**src/tmid_pkg.sv**
```systemverilog
`default_nettype none

package tmid_pkg;

  localparam int unsigned DATA_W        = 32;
  localparam int unsigned COMP_W        = 33;
  localparam int unsigned LEN_W         = 31;
  localparam int unsigned BOX_W         = 32;
  localparam int unsigned SQ_W          = 64;
  localparam int unsigned QUO_W         = 33;
  localparam int unsigned SFT_W         = 35;
  localparam int unsigned SMAG_W        = 34;
  localparam int unsigned PROD_W        = SMAG_W + BOX_W;
  localparam int unsigned CFG_IDX_W     = 3;
  localparam int unsigned FIFO_DEPTH    = 4;
  localparam int unsigned FRAC_BITS_DEF = 16;
  localparam int unsigned NUM_AX        = 3;

  typedef logic signed [COMP_W-1:0] comp_t;

  localparam comp_t COMP_HI = {1'b0, {(COMP_W-1){1'b1}}};
  localparam comp_t COMP_LO = {1'b1, {(COMP_W-1){1'b0}}};

  localparam logic [PROD_W-1:0] PROD_LIM = PROD_W'(64'd1 << 34);

  localparam int unsigned AX_X = 0;
  localparam int unsigned AX_Y = 1;
  localparam int unsigned AX_Z = 2;

  typedef enum logic [CFG_IDX_W-1:0] {
    CFG_BOX_XX = 3'd0,
    CFG_BOX_YY = 3'd1,
    CFG_BOX_ZZ = 3'd2,
    CFG_BOX_YX = 3'd3,
    CFG_BOX_ZX = 3'd4,
    CFG_BOX_ZY = 3'd5
  } cfg_idx_e;

  function automatic logic [COMP_W-1:0] comp_mag(input comp_t c);
    logic [COMP_W-1:0] r;
    r = c[COMP_W-1] ? COMP_W'(-c) : COMP_W'(c);
    return r;
  endfunction

  function automatic logic [DATA_W-1:0] comp_sat32(input comp_t c);
    logic [DATA_W-1:0] r;
    if (c[COMP_W-1:COMP_W-2] == 2'b01) begin
      r = {1'b0, {(DATA_W-1){1'b1}}};
    end else if (c[COMP_W-1:COMP_W-2] == 2'b10) begin
      r = {1'b1, {(DATA_W-1){1'b0}}};
    end else begin
      r = c[DATA_W-1:0];
    end
    return r;
  endfunction

endpackage

`default_nettype wire

```
**src/tmid_front.sv**
```systemverilog
`default_nettype none

module tmid_front (
  input  wire                               clk_i,
  input  wire                               rst_ni,
  input  wire                               valid_i,
  output logic                              ready_o,
  input  wire  signed [tmid_pkg::DATA_W-1:0] first_x_i,
  input  wire  signed [tmid_pkg::DATA_W-1:0] first_y_i,
  input  wire  signed [tmid_pkg::DATA_W-1:0] first_z_i,
  input  wire  signed [tmid_pkg::DATA_W-1:0] second_x_i,
  input  wire  signed [tmid_pkg::DATA_W-1:0] second_y_i,
  input  wire  signed [tmid_pkg::DATA_W-1:0] second_z_i,
  output logic                              head_valid_o,
  input  wire                               pop_i,
  output tmid_pkg::comp_t                   head_c_o [tmid_pkg::NUM_AX]
);

  localparam int unsigned PTR_W = $clog2(tmid_pkg::FIFO_DEPTH);
  localparam int unsigned CNT_W = PTR_W + 1;

  tmid_pkg::comp_t mem_x [tmid_pkg::FIFO_DEPTH];
  tmid_pkg::comp_t mem_y [tmid_pkg::FIFO_DEPTH];
  tmid_pkg::comp_t mem_z [tmid_pkg::FIFO_DEPTH];

  logic [PTR_W-1:0] wr_ptr_q, wr_ptr_d, rd_ptr_q, rd_ptr_d;
  logic [CNT_W-1:0] count_q, count_d;
  logic             push;
  tmid_pkg::comp_t  diff [tmid_pkg::NUM_AX];

  assign diff[tmid_pkg::AX_X] = tmid_pkg::comp_t'($signed({first_x_i[tmid_pkg::DATA_W-1], first_x_i})
                              - $signed({second_x_i[tmid_pkg::DATA_W-1], second_x_i}));
  assign diff[tmid_pkg::AX_Y] = tmid_pkg::comp_t'($signed({first_y_i[tmid_pkg::DATA_W-1], first_y_i})
                              - $signed({second_y_i[tmid_pkg::DATA_W-1], second_y_i}));
  assign diff[tmid_pkg::AX_Z] = tmid_pkg::comp_t'($signed({first_z_i[tmid_pkg::DATA_W-1], first_z_i})
                              - $signed({second_z_i[tmid_pkg::DATA_W-1], second_z_i}));

  assign ready_o      = (count_q != CNT_W'(tmid_pkg::FIFO_DEPTH));
  assign head_valid_o = (count_q != '0);
  assign push         = valid_i && ready_o;

  assign head_c_o[tmid_pkg::AX_X] = mem_x[rd_ptr_q];
  assign head_c_o[tmid_pkg::AX_Y] = mem_y[rd_ptr_q];
  assign head_c_o[tmid_pkg::AX_Z] = mem_z[rd_ptr_q];

  always_comb begin
    wr_ptr_d = push ? wr_ptr_q + PTR_W'(1) : wr_ptr_q;
    rd_ptr_d = pop_i ? rd_ptr_q + PTR_W'(1) : rd_ptr_q;
    count_d  = count_q + CNT_W'(push) - CNT_W'(pop_i);
  end

  always_ff @(posedge clk_i) begin
    if (push) begin
      mem_x[wr_ptr_q] <= diff[tmid_pkg::AX_X];
      mem_y[wr_ptr_q] <= diff[tmid_pkg::AX_Y];
      mem_z[wr_ptr_q] <= diff[tmid_pkg::AX_Z];
    end
  end

  always_ff @(posedge clk_i or negedge rst_ni) begin
    if (!rst_ni) begin
      wr_ptr_q <= '0;
      rd_ptr_q <= '0;
      count_q  <= '0;
    end else begin
      wr_ptr_q <= wr_ptr_d;
      rd_ptr_q <= rd_ptr_d;
      count_q  <= count_d;
    end
  end

endmodule

`default_nettype wire

```
**config.mk**
```make
export PLATFORM = sky130hd
export DESIGN_NAME = tmid_front
export DESIGN_NICKNAME = d
export VERILOG_FILES = /design/src/tmid_pkg.sv /design/src/tmid_front.sv
export SDC_FILE = /design/constraint.sdc
export NUM_CORES = 1
export LEC_CHECK = 0
export ABC_AREA = 1
export BUFFER_PORTS_ARGS = -buffer_cell sky130_fd_sc_hd__clkbuf_2
export CORE_MARGIN = 2
export CORE_UTILIZATION = 55
export CTS_CLUSTER_SIZE = 30
export DETAILED_ROUTE_END_ITERATION = 6
export PLACE_DENSITY = 0.77
export SLEW_MARGIN = 25
export SYNTH_ARGS = -nofsm -noshare
export SYNTH_HDL_FRONTEND = slang
export SYNTH_SLANG_ARGS = --single-unit
```
**constraint.sdc**
```tcl
create_clock -name clk_i -period 13.4 [get_ports clk_i]
set_input_delay 2.68 -clock clk_i [delete_from_list [all_inputs] [get_ports clk_i]]
set_output_delay 2.68 -clock clk_i [all_outputs]
set_load 0.01 [all_outputs]
```
Word level (Yosys, flattened, before mapping)

Memory sizes are Yosys's and may differ from the RTL's.
Index checks and enable logic that the tools add are counted.

Add/subtract/negate cells: 7
Equality and inequality tests: 1
Mux-type cells: 2
Reductions and logical operators: 2

Operators with widths:

| kind                                                          | number |
|---|---|
| 32-bit by 32-bit subtractor with 33-bit output                | 3 |
| 2-bit by 1-bit adder with 2-bit output, second input constant | 2 |
| 3-bit by 1-bit adder with 3-bit output                        | 1 |
| 3-bit != test, second input constant                          | 1 |
| 3-bit nonzero test                                            | 1 |
| 3-bit by 1-bit subtractor with 3-bit output                   | 1 |
| 1-bit two-way mux                                             | 2 |
| 1-bit logical AND                                             | 1 |

Bits in registers: 7
Memory bits (writable): 396
Input bits: 196
Output and inout bits: 101
Logic and storage cells: 18
Memories: 3

Memories:

| name  | words | width | rd ports | clocked after Yosys merged registers in | write ports | line             | source |
|---|---|---|---|---|---|---|---|
| mem_x | 4     | 33    | 1        | 0                                       | 1           | tmid_front.sv:22 | `tmid_pkg::comp_t mem_x [tmid_pkg::FIFO_DEPTH];` |
| mem_y | 4     | 33    | 1        | 0                                       | 1           | tmid_front.sv:23 | `tmid_pkg::comp_t mem_y [tmid_pkg::FIFO_DEPTH];` |
| mem_z | 4     | 33    | 1        | 0                                       | 1           | tmid_front.sv:24 | `tmid_pkg::comp_t mem_z [tmid_pkg::FIFO_DEPTH];` |

Longest topological paths before layout

Gate-level depths: netlist of the first run.

Depth after elaboration: 4
Gate-level depth with buffers: 14
Mapped depth without buffers: 14

Least setup slack after synthesis of the first run

OpenSTA, ideal clock, no wires.

Path type: input to register
Start: in valid_i
End: mem mem_x[0][0] (netlist name) (enable)
Library setup time: 558 ps
Arrival: 6985 ps
Required time: 12842 ps
Path slack: 5856 ps
Stages on the path: 2
Buffers on the path: 0
Cells stage by stage: nand2_1 -> nor2_1

Word-level cells in the longest chain between the ends: 3

RTL lines:

| what                                    | line             | source |
|---|---|---|
| start, declared                         | tmid_front.sv:6  | `input wire valid_i,` |
| 1-bit logical AND                       | tmid_front.sv:40 | `assign push = valid_i && ready_o;` |
| 1-bit two-way mux                       | tmid_front.sv:53 | `if (push) begin` |
| 1-bit two-way mux (not written as such) | tmid_front.sv:54 | `mem_x[wr_ptr_q] <= diff[tmid_pkg::AX_X];` |
| end, declared                           | tmid_front.sv:22 |  |

No other way between the ends.

==> results.cfg, run 1 <==
[floorplan]
die-area_um2 = 42800
num_io_pins = 297
die_h_um = 207
die_w_um = 207
coreArea_um2 = 40700
initial_core_util_pct = 55.6
num_rows = 74

[sta]
setup_viol = 0
fin_setup_tns_ps = 0
rsz0062_at_grt = no
whs_ps = 534
finalHoldViolations = 0
period_minus_slack_ps = 6200
slew_violations = 0
worst_slack_ps = 7200
max-slew-margin-rel_pct = 31.5
fmax_ghz = 0.161
clock_skew_ps = 20.6
period_share_pct = 46.3
worst_slew_pin_slew_ps = 1030

[clock_network]
cts_resized = 0
cts-root-buf = clkbuf_16
hold_buffers = 0
cts.sinks = 403
numCtsBuffers = 41
max-clock-path-buffers = 3
cts_tree = done
htree_num_levels = 2
clk_latency_ps = 540
path_clk_slew_ps = 60
cts_setup_buffers = 0

[power_and_ir_drop]
power.share.sequential_pct = 38.9
ir_worst_vdd_mv = 0.132
powerDensity_nw_per_um2 = 180
switching_share_pct = 38.0
p_switching_uw = 1770
total_leakage_power_uw = 0.0125
intPower_uw = 2890
clkPwrFrac_pct = 22.7
comb_power_share_pct = 38.4

[logic_synthesis]
synth.cell_area_um2 = 22700
synth_edf_count = 396
syn_area_per_cell_um2 = 8.49
ys_seq_elements = 403
synth.distinct_cells = 29
yosys_warnings = 0
synth-adder-area-share_pct = 5.98
synthArstFlopShare_pct = 1.74
synthMuxAreaShare_pct = 0
synthSimpleGateAreaFrac_pct = 20.6
synth_compound_area_share_pct = 8.69
synth_flop_cell = edfxtp_1
synth_top_family_by_area = simple AND/OR/NAND/NOR gates
synthCells = 2670
synthXorXnorAreaFrac_pct = 1.93
yosysSeqAreaShare_pct = 53.2
syn_nets = 2972

[cells_and_area]
finalNonFillerCells = 3521
layout.nets = 3260
synthToLayoutAreaGrowth_pct = 14.3
nFillCells = 3408
drive_gt1_share_pct = 13.0
ff_latch_area_um2 = 12100
finish.utilization_pct = 63.6
multi_input_area_um2 = 8470
antennaDiodeCount = 0

[job]
drv_cap = 0

[global_route]
grt_pass1_wl_mm = 84.9
grt_max_degree = 107
grt-ovfl-total = 0
antenna_found_initial = 0
grt_pass1_vias = 16885
grt_usage_pct = 25.2

[placement]
dp.cells = 3446
place_ws_ps = 7800
gp_congestion = 0.970
dpl.hpwl_mm = 39.1
io_buffers = 296

[critical_path]
crit_path_end_kind = primary output
r2r-start = count_q[1]$_DFF_PN0_
path_max_fanout = 102
ff2ff_path_depth = 6
worstSetupPathType = reg -> out
rr_endpoint = mem_x[3][27]$_DFFE_PP_
cp_data_required_time_ps = 10720
crit_path_start_kind = flop
rrSetupSlack_ps = 10530
cp.arrival_ps = 3520

[drt]
wl_per_cell_um = 15.7
drt_iter0_drc = 1614
vias = 18240
drc = 0
detail-route-antenna-nets = 0
drt-total-wl_mm = 55.2
drt_pass1_iterations = 5
via_per_inst = 5.18

[worst_hold_path]
hold_class = reg -> reg
min_to = count_q[0]$_DFF_PN0_
worstHoldStart = count_q[0]$_DFF_PN0_
hold_depth = 1

[outcome]
status = complete, no violations
## state kept, by name, indices dropped and copies added (netlist names)
| signal | cells |
|---|---|
| count_q | 3 |
| mem_x | 132 |
| mem_z | 132 |
| mem_y | 132 |
| rd_ptr_q | 2 |
| wr_ptr_q | 2 |
## logic make-up (layout without fill, tap and decap cells)
group           count (synthesis)  count (layout)
fa+ha+maj                     106             106
simple gates                 1192            1192
compound gates                366             366
flops                         403             403
xor+xnor                       50              50
buf+inv                       553             872
## power by group through the flow
stage	logic [uW]	registers [uW]	clock network, uW
3_3_place_gp	1740	1830	0
2_1_floorplan	1110	1840	0
6_report	1790	1810	1060
5_1_grt	1970	1830	1130
3_5_place_dp	1780	1840	0
4_1_cts	1790	1810	1080
## critical path: stages, from the launching register on
cell and delay, ps:
dfrtp_4 630, buf_4 620, buf_4 870, o21ai_0 250
o22ai_1 330, clkbuf_2 200
## metrics by stage
step | area (um2) | power (uW)
floorplan | 22700 | 2960
global placement | 24600 | 3570
detailed placement | 24600 | 3620
CTS | 25900 | 4680
global route | 25900 | 4930
finish | 25900 | 4660
## cells in the final DEF (no fill, tap or decap), drive strengths merged
cell type	Yosys	routed
a21o	3	3
a21oi	63	63
and2	6	6
buf	30	15
bufinv	0	1
clkbuf	36	353
clkinv	1	13
clkinvlp	0	1
dfrtp	7	7
edfxtp	396	396
fa	4	4
ha	102	102
inv	486	489
nand2	766	766
nand3	71	71
nand4	12	12
nor2	328	328
nor3	6	6
o21ai	198	198
o21bai	3	3
o22ai	99	99
or2	3	3
xnor2	7	7
xor2	43	43
## layout make-up
| cell class | instances | area share [%] |
|---|---|---|
| sequential | 403 | 46.6 |
| multi-input combinational | 1714 | 32.7 |
| inverter | 487 | 7.07 |
| timing repair buffer | 311 | 6.21 |
| clock buffer | 57 | 4.35 |
| tap | 532 | 2.57 |
| clock inverter | 17 | 0.517 |
## Yosys cell counts, types with 12 or more instances
cell type,n,area [um2]
inv_1,485,1820
nor2_1,328,1230
clkbuf_1,35,131
a21oi_1,63,315
nand3_1,67,335
o22ai_1,99,619
buf_4,12,90.1
nand2_1,753,2830
nand2_2,13,81.3
edfxtp_1,396,11900
xor2_1,43,377
buf_2,16,80.1
nand4_1,12,75.1
o21ai_0,197,986
ha_1,102,1280
## worst max path at each step
stage	startpoint	end	slack (ps)
floorplan	valid_i	mem_x[0][0]$_DFFE_PP_	5860
global placement	rd_ptr_q[0]$_DFFE_PN0P_	head_c_o[51]	7890
detailed placement	rd_ptr_q[0]$_DFFE_PN0P_	head_c_o[82]	7800
CTS	rd_ptr_q[0]$_DFFE_PN0P_	head_c_o[82]	7190
global route	rd_ptr_q[0]$_DFFE_PN0P_	head_c_o[84]	6980
finish	rd_ptr_q[0]$_DFFE_PN0P_	head_c_o[82]	7200
## metal layers
| layer | track usage (%) | part of all wire, % |
|---|---|---|
| met5 | 0 | 0 |
| met3 | 2.48 | 6.6 |
| met2 | 41.6 | 47 |
| met4 | 5.70 | 1.5 |
| met1 | 36.4 | 45 |
Note: power is estimated with default switching activity, not from simulation.
==> run 2: changes to the inputs <==
--- a/config.mk
+++ b/config.mk
@@ -5,7 +5,7 @@
 export SDC_FILE = /design/constraint.sdc
 export NUM_CORES = 1
 export LEC_CHECK = 0
-export ABC_AREA = 1
+export ABC_AREA = 0
 export BUFFER_PORTS_ARGS = -buffer_cell sky130_fd_sc_hd__clkbuf_2
 export CORE_MARGIN = 2
 export CORE_UTILIZATION = 55
==> constraint.sdc (replaced) <==
create_clock -name clk_i -period 6 [get_ports clk_i]
set_input_delay 1.2 -clock clk_i [delete_from_list [all_inputs] [get_ports clk_i]]
set_output_delay 1.2 -clock clk_i [all_outputs]
set_load 0.01 [all_outputs]
==> run 2 against run 1 <==
  * Non-clock buffer count down 3
  * First-iteration DRC count down 44%
  * Clock skew about the same
  * Register-to-register slack worse by 6800 ps
  * Count of clock-buffer cells in the layout decreased by 8
  * Largest power group unchanged
  * Sequential power grew 130%
  * Highest routed layer unchanged
  * Area after synthesis decreased by 12%
  * Largest cell class unchanged
  * Wire length fell by 22%
==> results.cfg, run 2 <==
[clock_network]
cts_setup_buffers = 0
cts_tree = done
clk_latency_ps = 540
cts_resized = 0
cts.sinks = 403
path_clk_slew_ps = 60
numCtsBuffers = 39
cts-root-buf = clkbuf_16
htree_num_levels = 2
hold_buffers = 0
max-clock-path-buffers = 3

[floorplan]
die_h_um = 195
num_rows = 69
coreArea_um2 = 35700
die-area_um2 = 38000
num_io_pins = 297
die_w_um = 195
initial_core_util_pct = 56.1

[sta]
period_share_pct = 66.2
period_minus_slack_ps = 3970
worst_slew_pin_slew_ps = 900
fin_setup_tns_ps = 0
finalHoldViolations = 0
max-slew-margin-rel_pct = 39.4
setup_viol = 0
slew_violations = 0
whs_ps = 501
fmax_ghz = 0.252
clock_skew_ps = 21.1
rsz0062_at_grt = no

[power_and_ir_drop]
comb_power_share_pct = 33.2
powerDensity_nw_per_um2 = 418
power_uw = 9770
p_switching_uw = 3050
clkPwrFrac_pct = 24.3
switching_share_pct = 31.3
power.share.sequential_pct = 42.5
total_leakage_power_uw = 0.00921
intPower_uw = 6710
ir_worst_vdd_mv = 0.245

[cells_and_area]
layout.nets = 1993
reg_top3 = mem_x (132), mem_y (132), mem_z (132)
antennaDiodeCount = 0
synthToLayoutAreaGrowth_pct = 16.5
finalNonFillerCells = 2180
finish.utilization_pct = 65.4
layout_commonest_cell = edfxtp_1
layout_common_cells = edfxtp_1 (396), clkbuf_2 (296), inv_1 (128), ha_1 (102), mux4_2 (99)
drive_gt1_share_pct = 28.4

[logic_synthesis]
syn_nets = 1673
yosys_warnings = 0
syn_area_per_cell_um2 = 14.6
synthArstFlopShare_pct = 1.74
synth.cell_area_um2 = 20100
yosysSeqAreaShare_pct = 60.2
synth_largest_area_cell = edfxtp_1
post-synth-top-count-cell = edfxtp_1
synth_flop_cell = edfxtp_1
ys_seq_elements = 403
synthCells = 1371
netlist_top_cells_count = edfxtp_1 (396), inv_1 (128), ha_1 (102)
synth.distinct_cells = 69
synth_edf_count = 396
synth_top_area_share_pct = 59.3
synth.area.top_cells = edfxtp_1 (59%), mux4_2 (11%), ha_1 (6.4%)

[drt]
vias = 12476
drc = 0
wl_per_cell_um = 19.9
via_per_inst = 5.72
drt_iter0_drc = 902
drt-total-wl_mm = 43.3
detail-route-antenna-nets = 0
drt_pass1_iterations = 5

[global_route]
grt_pass1_wl_mm = 66.8
grt_usage_pct = 22.7
grt-ovfl-total = 0
grt_pass1_vias = 12632
antenna_found_initial = 0
grt_max_degree = 54

[critical_path]
crit_path_start_kind = input port
ff2ff_path_depth = 4
cp.arrival_ps = 4250
path_max_fanout = 4
cp_data_required_time_ps = 6280
worstSetupPathType = in -> reg
crit_path_end_kind = flop

[outcome]
status = complete, no violations

[worst_hold_path]
hold_class = in -> async

[placement]
dpl.hpwl_mm = 30.4
io_buffers = 296
dp.cells = 2111
gp_congestion = 0.878

[job]
drv_cap = 0
[run 2: cell count changes after synthesis, sizes merged, moves of 39 or more]
cell and change:
nand2 -704, o21ai -137, nand3 -53, nor2 -262, a21o +39, o22ai -98, mux4 +99, xnor2 +62
inv -358
[run 2: kinds of logic after synthesis]
| logic type | synth area share [%] |
|---|---|
| DFF | 60.2 |
| AOI/OAI and AO/OA | 9.05 |
| and+or+nand+nor | 5.98 |
| buffers and inverters | 2.94 |
| adders and majority gates | 6.76 |
| muxes | 11.2 |
| xor gates and xnor gates | 3.89 |
[run 2: per-layer routing]
layer / track usage [%] / up-vias / wire length [um]
met1: 29.3 / 6062 / 17400
met5: 0 / - / 0
met3: 4.22 / 81 / 3270
li1: - / 5897 / -
met2: 38.8 / 436 / 21200
met4: 8.06 / 0 / 1390
[run 2: cell type report]
type                       instances  area (um2)
inverter                         128         480
clock inverter                    20         201
clock buffer                      49        1030
tap                              461         577
sequential                       403       12100
fill                            2602       12400
multi-input combinational        811        7420
timing repair buffer             308        1580
[run 2: worst max-delay path: stages]
cell	delay, ps
clkbuf_2	80
inv_1	40
ha_1	210
fa_1	400
nand2b_1	180
a21oi_1	390
o21ai_0	300
a211oi_1	370
nor2_1	160
o31ai_1	500
nand2_1	140
a41o_1	280
[run 2: worst paths after layout]
path,slack [ps],to,start
worst max-delay path,2030,mem_x[3][32]$_DFFE_PP_,first_x_i[0]
worst min-delay path,500,rd_ptr_q[0]$_DFFE_PN0P_,rst_ni
worst max register to register,3750,mem_y[2][19]$_DFFE_PP_,wr_ptr_q[0]$_DFFE_PN0P_
worst min register to register,530,count_q[0]$_DFF_PN0_,count_q[0]$_DFF_PN0_
max in group asynchronous,5310,rd_ptr_q[1]$_DFFE_PN0P_,rst_ni
min in group clk_i,530,count_q[0]$_DFF_PN0_,count_q[0]$_DFF_PN0_
[run 2: metrics by stage]
stage	worst slack [ps]	instance area [um2]
after global routing	1740	23400
after global placement	1620	22100
after CTS	1990	23400
after floorplan	1990	20100
final	2030	23400
after detailed placement	1570	22100
[run 2: power by group through the flow]
stage               clock [uW]  combinational [uW]  sequential [uW]
floorplan                    0                2180             4090
finish                    2380                3240             4150
detailed placement           0                3280             4210
global placement             0                3230             4170
CTS                       2430                3300             4160
global route              2530                3510             4200
==> run 3: changes to the inputs <==
--- a/config.mk
+++ b/config.mk
@@ -5,7 +5,7 @@
 export SDC_FILE = /design/constraint.sdc
 export NUM_CORES = 1
 export LEC_CHECK = 0
-export ABC_AREA = 0
+export ABC_AREA = 1
 export BUFFER_PORTS_ARGS = -buffer_cell sky130_fd_sc_hd__clkbuf_2
 export CORE_MARGIN = 2
 export CORE_UTILIZATION = 55
==> constraint.sdc (replaced) <==
create_clock -name clk_i -period 4.02 [get_ports clk_i]
set_input_delay 0.804 -clock clk_i [delete_from_list [all_inputs] [get_ports clk_i]]
set_output_delay 0.804 -clock clk_i [all_outputs]
set_load 0.01 [all_outputs]
==> run 3 against run 2 <==
  * Wire length grew 30%
  * Critical path depth shrank 7
  * Largest power group is now combinational cells
  * Sequential cell count is the same
  * Count of clock-buffer cells in the layout grew 4
  * Sequential share of layout area shrank 5.5 points
  * Sequential power grew 45%
  * Worst hold slack lost 390 ps
  * Cell count grew 62%
  * Worst setup slack lost 1400 ps
  * Die area grew 13%
  * Utilization shrank 1.3 points
  * Critical path type is now reg -> out
==> results.cfg, run 3 (synthesis gave the netlist of run 1 again) <==
[outcome]
status = complete, no violations

[global_route]
grt_pass1_vias = 17156
grt_usage_pct = 26.1
antenna_found_initial = 0
grt-ovfl-total = 0
grt_pass1_wl_mm = 87.2
grt_max_degree = 201

[power_and_ir_drop]
ir_worst_vdd_mv = 0.580
total_leakage_power_uw = 0.0126
comb_power_share_pct = 38.8
power.share.sequential_pct = 37.9
p_switching_uw = 5990
clkPwrFrac_pct = 23.3
intPower_uw = 9850
switching_share_pct = 37.8
powerDensity_nw_per_um2 = 606

[clock_network]
cts_setup_buffers = 0
cts_resized = 0
cts-root-buf = clkbuf_16
cts.sinks = 403
hold_buffers = 0
cts_tree = done
numCtsBuffers = 41
clk_latency_ps = 530
path_clk_slew_ps = 60
max-clock-path-buffers = 3
htree_num_levels = 2

[cells_and_area]
reg_top3 = mem_x (132), mem_y (132), mem_z (132)
finish.utilization_pct = 64.1
layout_commonest_cell = nand2_1
layout.nets = 3262
antennaDiodeCount = 0
finalNonFillerCells = 3524
synthToLayoutAreaGrowth_pct = 15.3
nFillCells = 3434
layout_common_cells = nand2_1 (753), inv_1 (485), edfxtp_1 (396), nor2_1 (324), clkbuf_2 (296)
drive_gt1_share_pct = 13.4

[floorplan]
coreArea_um2 = 40700
die-area_um2 = 42800
num_rows = 74
num_io_pins = 297
die_h_um = 207
initial_core_util_pct = 55.6
die_w_um = 207

[critical_path]
cp_data_required_time_ps = 3220
rrSetupSlack_ps = 1710
path_max_fanout = 68
cp.arrival_ps = 2570
crit_path_start_kind = flop
rr_endpoint = mem_y[0][7]$_DFFE_PP_
ff2ff_path_depth = 5
r2r-start = count_q[1]$_DFF_PN0_
worstSetupPathType = reg -> out
crit_path_end_kind = primary output
crit_end = head_c_o[81]
crit_path_start = rd_ptr_q[0]$_DFFE_PN0P_

[drt]
vias = 18356
drc = 0
detail-route-antenna-nets = 0
drt_pass1_iterations = 5
drt_iter0_drc = 1487
wl_per_cell_um = 16.0
via_per_inst = 5.21
drt-total-wl_mm = 56.4

[sta]
period_minus_slack_ps = 3380
rsz0062_at_grt = no
setup_viol = 0
finalHoldViolations = 0
period_share_pct = 84.0
whs_ps = 110
slew_violations = 0
max-slew-margin-rel_pct = 42.3
fin_setup_tns_ps = 0
fmax_ghz = 0.296
worst_slew_pin_slew_ps = 865
clock_skew_ps = 14.8

[job]
drv_cap = 0

[worst_hold_path]
hold_class = in -> async

[placement]
dp.cells = 3449
dpl.hpwl_mm = 40.1
gp_congestion = 0.898
io_buffers = 296
[run 3: cell types whose count changed in the layout (fill, tap and decap cells not counted), moves of 13 or more]
cell / before / now
mux4_2: 99 / 0
nand3_1: 18 / 67
a21o_1: 42 / 3
xor2_1: 20 / 43
nor2_1: 66 / 324
nor2b_1: 15 / 0
a21oi_1: 84 / 63
inv_1: 128 / 485
o22ai_1: 1 / 99
o21ai_0: 55 / 197
nand2_1: 61 / 753
xnor2_1: 69 / 7
o21a_1: 13 / 0
nand2b_1: 24 / 0
[run 3: how the worst min path moves through the flow]
| stage | startpoint | end | slack, ps | depth (start not counted) |
|---|---|---|---|---|
| floorplan | count_q[0]$_DFF_PN0_ | count_q[0]$_DFF_PN0_ | 480 | 1 |
| global placement | count_q[0]$_DFF_PN0_ | count_q[0]$_DFF_PN0_ | 490 | 1 |
| detailed placement | count_q[0]$_DFF_PN0_ | count_q[0]$_DFF_PN0_ | 540 | 1 |
| CTS | rst_ni | count_q[0]$_DFF_PN0_ | 90 | 1 |
| global route | rst_ni | rd_ptr_q[0]$_DFFE_PN0P_ | 110 | 1 |
| finish | rst_ni | rd_ptr_q[0]$_DFFE_PN0P_ | 110 | 1 |
[run 3: power by group through the flow]
| stage | Sequential (uW) | Clock (uW) | Combinational, uW |
|---|---|---|---|
| 2_1_floorplan | 6150 | 0 | 3710 |
| 3_3_place_gp | 6050 | 0 | 6020 |
| 3_5_place_dp | 6080 | 0 | 6150 |
| 4_1_cts | 6010 | 3750 | 6180 |
| 5_1_grt | 6070 | 3930 | 6760 |
| 6_report | 6010 | 3690 | 6150 |
[run 3: area by class of cell]
type	count	area [um2]	area share (%)
Clock buffer	53	1110	4.26
Clock inverter	22	208	0.795
Inverter	487	1830	7.02
Multi-Input combinational cell	1714	8470	32.4
Sequential cell	403	12100	46.2
Tap cell	532	666	2.55
Timing Repair Buffer	313	1760	6.75
[run 3: metal layers]
metal	part of all wire (%)	wire length, um	track usage [%]
met4	1.7	975	5.75
met5	0	0	0
met2	47	26800	43.6
met3	6.6	3720	2.87
met1	44	25000	36.9
[run 3: critical path, stage by stage (launching register included)]
cell and delay [ps]:
dfrtp_4 510, inv_6 390, buf_4 420, o21ai_0 120, o22ai_1 340, clkbuf_2 210
[run 3: per-stage QoR]
stage	setup slack [ps]	cell area [um2]	total power, uW
after CTS	574	26100	15900
final	642	26100	15800
after floorplan	-1650	22700	9860
after global placement	1240	24800	12100
after detailed placement	1160	24800	12200
after global routing	548	26100	16800
